**src/efi_pkg.sv**
```systemverilog
// Shared types and register indexes for the escape-time fractal iterator.
// No dependencies.
package efi_pkg;

   localparam int TAG_W = 2;

   localparam logic [7:0] REG_LIMIT  = 8'd0;
   localparam logic [7:0] REG_JULIA  = 8'd1;
   localparam logic [7:0] REG_C_REAL = 8'd2;
   localparam logic [7:0] REG_C_IMAG = 8'd3;

   localparam logic [15:0] LIMIT_RESET  = 16'd256;
   localparam logic [31:0] C_REAL_RESET = 32'hF23D_70A3;
   localparam logic [31:0] C_IMAG_RESET = 32'h03D7_0A3D;

   typedef struct packed {
      logic             valid;
      logic             done;
      logic             escaped;
      logic [TAG_W-1:0] tag;
   } ctl_type;

endpackage

```
**src/efi_step.sv**
```systemverilog
// Ring stage 1: magnitude test of the current z, limit test, new z = z*z + c.
// Depends on efi_pkg.
module efi_step import efi_pkg::*; #(
   parameter int COORD_WIDTH = 32,
   parameter int FRAC_BITS   = 28,
   parameter int COUNT_WIDTH = 16
) (
   input  logic                            clock,
   input  logic                            reset,
   input  logic [COUNT_WIDTH-1:0]          limit,
   input  ctl_type                         ctl_in,
   input  logic [COUNT_WIDTH-1:0]          cnt_in,
   input  logic signed [COORD_WIDTH-1:0]   cr_in,
   input  logic signed [COORD_WIDTH-1:0]   ci_in,
   input  logic signed [2*COORD_WIDTH-1:0] xx_in,
   input  logic signed [2*COORD_WIDTH-1:0] yy_in,
   input  logic signed [2*COORD_WIDTH-1:0] xy_in,
   output ctl_type                         ctl_ff,
   output logic [COUNT_WIDTH-1:0]          cnt_ff,
   output logic signed [COORD_WIDTH-1:0]   cr_ff,
   output logic signed [COORD_WIDTH-1:0]   ci_ff,
   output logic signed [2*COORD_WIDTH+1:0] nr_ff,
   output logic signed [2*COORD_WIDTH+1:0] ni_ff
);
   localparam int MW = 2*COORD_WIDTH + 1;
   localparam int NW = 2*COORD_WIDTH + 2;
   localparam logic signed [MW-1:0] FOUR = MW'(1) <<< (2*FRAC_BITS + 2);

   logic signed [MW-1:0] mag;
   logic signed [MW-1:0] dif;
   logic                 big;
   ctl_type              ctl_in2;
   logic [COUNT_WIDTH-1:0] cnt_in2;

   assign mag = MW'(xx_in) + MW'(yy_in);
   assign dif = MW'(xx_in) - MW'(yy_in);
   assign big = (cnt_in != '0) && (mag >= FOUR);

   always_comb begin
      ctl_in2 = ctl_in;
      cnt_in2 = cnt_in;
      if (ctl_in.valid && !ctl_in.done) begin
         // squares of the last new z reached four: escape at previous index
         if (big) begin
            ctl_in2.done    = 1'b1;
            ctl_in2.escaped = 1'b1;
            cnt_in2         = cnt_in - 1'b1;
         end else if (cnt_in >= limit) begin
            ctl_in2.done = 1'b1;
            cnt_in2      = '0;
         end
      end
   end

   always_ff @(posedge clock) begin
      if (reset) begin
         ctl_ff <= '0;
      end else begin
         ctl_ff <= ctl_in2;
      end
      cnt_ff <= cnt_in2;
      cr_ff  <= cr_in;
      ci_ff  <= ci_in;
      nr_ff  <= NW'(dif >>> FRAC_BITS) + NW'(cr_in);
      ni_ff  <= NW'(xy_in >>> (FRAC_BITS - 1)) + NW'(ci_in);
   end
endmodule

```
**config.mk**
```make
export PLATFORM = sky130hd
export DESIGN_NAME = efi_step
export DESIGN_NICKNAME = d
export VERILOG_FILES = /design/src/efi_pkg.sv /design/src/efi_step.sv
export SDC_FILE = /design/constraint.sdc
export NUM_CORES = 1
export LEC_CHECK = 0
export ABC_AREA = 1
export BUFFER_PORTS_ARGS = -buffer_cell sky130_fd_sc_hd__buf_2
export CAP_MARGIN = 20
export CELL_PAD_IN_SITES_DETAIL_PLACEMENT = 2
export CELL_PAD_IN_SITES_GLOBAL_PLACEMENT = 2
export CORE_MARGIN = 1.5
export CORE_UTILIZATION = 27
export DETAILED_ROUTE_END_ITERATION = 10
export GPL_TIMING_DRIVEN = 0
export PLACE_DENSITY_LB_ADDON = 0.1
export SLEW_MARGIN = 30
export SYNTH_ARGS = -nofsm -noshare
export SYNTH_HDL_FRONTEND = slang
export SYNTH_SLANG_ARGS = --single-unit
```
**constraint.sdc**
```tcl
create_clock -name clock -period 5.7 [get_ports clock]
set_input_delay 1.14 -clock clock [delete_from_list [all_inputs] [get_ports clock]]
set_output_delay 1.14 -clock clock [all_outputs]
set_load 0.01 [all_outputs]
```
==> reports/results.ini <==
[status]
status=finished, final reports clean

[worst_setup_path]
crit_required_ps=6030
start_kind=input pin
cp_max_fo=6
arrival_ps=5570
crit_type=in2reg
setup.worst_path.end_class=register

[placement]
hpwl_um=74700
io_buffers=484
place.gp.congestion=0.8851

[global_route]
grt_overflow=0
grtUsageTotal_pct=25.34
grt_max_degree=30
grt_pass1_wl_um=125300
grt_pass1_vias=21410
antenna_found_initial=11

[cells_and_area]
fillCellCount=7731
nNetsFinal=3715
multi_input_area_um2=11420
drive_gt1_share_pct=20.75
regArea_um2=3226
area_growth_pct=24.07

[sta]
slew_violations=0
min_period_ps=5242
final.setup.tns_ps=0
rsz0062_at_grt=no
setup_violations=0
finalHoldViolCount=0
slew_headroom_pct=55.80
holdWs_ps=799.8
fmax_mhz=190.8
worst_pin_slew_ps=646.3
timing.final.crit_share_pct=91.97

[pwr]
p_leak_nw=11.46
powerDensity_nw_per_um2=268.4
intPower_mw=3.072
total_power_mw=5.673
vdd_ir_drop_max_mv=0.1257
p_sw_mw=2.601
swShare_pct=45.85
pwr-share-clk_pct=20.8
power_frac_comb_pct=52.8
pwr-share-seq_pct=26.4

[clocking]
cts_setup_buffers=0
htreeDepth=4
clockBufferDepth=2
clock-root-buffer=clkbuf_16
cts.sinks=161
cts_tree=built
clkTransAtPathRegs_ps=80
numCtsBuffers=17

[floorplan]
die_x_um=254.2
core_um2=62050
row_count=91
boundaryPins=512
fp.dieH_um=254.2
initial_core_util_pct=27.45
die-area_um2=64610

[synthesis]
synth_seq_area_share_pct=18.92
yosys_most_used_dff=dfxtp_1
synth-async-reset-ratio_pct=0
syn_inst=2694
synth_area_per_cell_um2=6.324
ys.warnings.count=0
yosysUniqueCellTypes=51
syn-cell-area_um2=17040
synth_edf_count=0
syn-num-nets=3212
synth-seq-cells=161

[job]
drv_cap=0

[route]
first_pass_iters=4
drtIter0Drc=652
viasPerCell=4.800
vias=19470
wl_per_cell_um=20.53
wl_um=83240
drc=0
ant_nets=0

[worst_hold_path]
hold_path_end=cr_ff[25]
hold_class=in2reg
hp-start=cr_in[25]
whs_path_depth=1

## Yosys cell counts (all sizes together), types with 25 or more instances
library cell,count,area [um^2]
a21oi,238,1191
a31oi,37,231.5
buf,91,670.7
dfxtp,161,3223
ha,220,2753
inv,459,1723
nand2,638,2445
nand3,118,600.6
nor2,309,1220
nor3,41,274.0
o21ai,134,670.7
o21bai,25,187.7
xnor2,30,262.8
xor2,86,753.2
## timing repair
item | 4_1_cts | 5_1_grt
setup endpoints to repair | 0 | 3
hold buffers | 0 | 0
resized for setup | 0 | 3
## kinds of logic after synthesis
kind of cell	share of synthesized area [%]
and+or+nand+nor	28.37
DFF	18.92
buffers and inverters	14.09
AOI/OAI and AO/OA	16.14
xor gates and xnor gates	5.964
adders and majority gates	16.51
## registers in the layout, indices dropped and copies added, names as in the netlist
name / cells
cr_ff: 32
cnt_ff: 16
nr_ff: 38
ci_ff: 32
ni_ff: 38
ctl_ff: 5
## worst max path at each step
stage	start	end	slack, ps	cells after the start
floorplan	yy_in[28]	nr_ff[33]	1240	22
global placement	yy_in[23]	nr_ff[33]	-50	22
detailed placement	yy_in[28]	nr_ff[33]	-160	24
CTS	yy_in[23]	nr_ff[33]	290	23
global route	yy_in[27]	nr_ff[33]	30	23
finish	yy_in[29]	nr_ff[33]	460	23
## cell type report
type	count	share of cell area, %
Antenna cell	8	0.09471
Buffer	93	3.208
Clock buffer	17	2.013
Clock inverter	15	0.8524
Inverter	459	8.151
Multi-Input combinational cell	1981	54.01
Sequential cell	161	15.26
Tap cell	837	4.954
Timing Repair Buffer	484	11.46
## per-stage QoR
stage          utilization (%)  cells  cell area [um^2]  setup slack, ps
6_report                 34.06   4055             21140            457.6
2_1_floorplan                -   2694             17040             1237
3_3_place_gp             33.05   4015             20510           -46.62
5_1_grt                  34.04   4050             21130            33.81
3_5_place_dp             33.05   4015             20510           -163.0
4_1_cts                  34.02   4047             21110            294.4
## critical path, stage by stage
cell	delay, ps
buf_2	120
inv_1	50
ha_1	380
a21oi_1	180
inv_1	70
a21oi_1	200
a21boi_0	340
a21boi_0	220
nand2_1	150
a21oi_1	240
xor2_1	330
ha_1	360
nand2_1	90
nand2_1	70
a31oi_1	150
nand2_1	90
a31oi_1	370
o21ai_1	260
a21oi_1	280
o21ai_0	170
nand2_1	90
nand2_1	60
xor2_1	150
## placed cells by master (no fill, tap or decap), types with 19 or more instances in the layout
master      n
nand2_1   622
buf_2     506
inv_1     450
nor2_1    295
a21oi_1   237
ha_1      220
dfxtp_1   159
o21ai_0   118
nand3_1   116
xor2_1     86
buf_4      60
a31oi_1    37
nor3_1     31
xnor2_1    30
o21bai_1   25
nand4_1    19
## per-layer routing
layer | part of all wire [%] | up-vias | track usage, %
li1 | - | 9578 | -
met1 | 44 | 9459 | 30.45
met2 | 51 | 363 | 47.99
met3 | 3.3 | 66 | 2.562
met4 | 1.9 | 0 | 5.731
met5 | 0 | - | 0
## power groups by stage
stage	Combinational [mW]	Clock [mW]	Sequential, mW
floorplan	1.62	0	1.61
global placement	2.93	0	1.52
detailed placement	3.02	0	1.53
CTS	3.03	1.21	1.50
global route	3.30	1.25	1.52
finish	3.00	1.18	1.50
No activity file was read; power rests on OpenSTA's default activity.
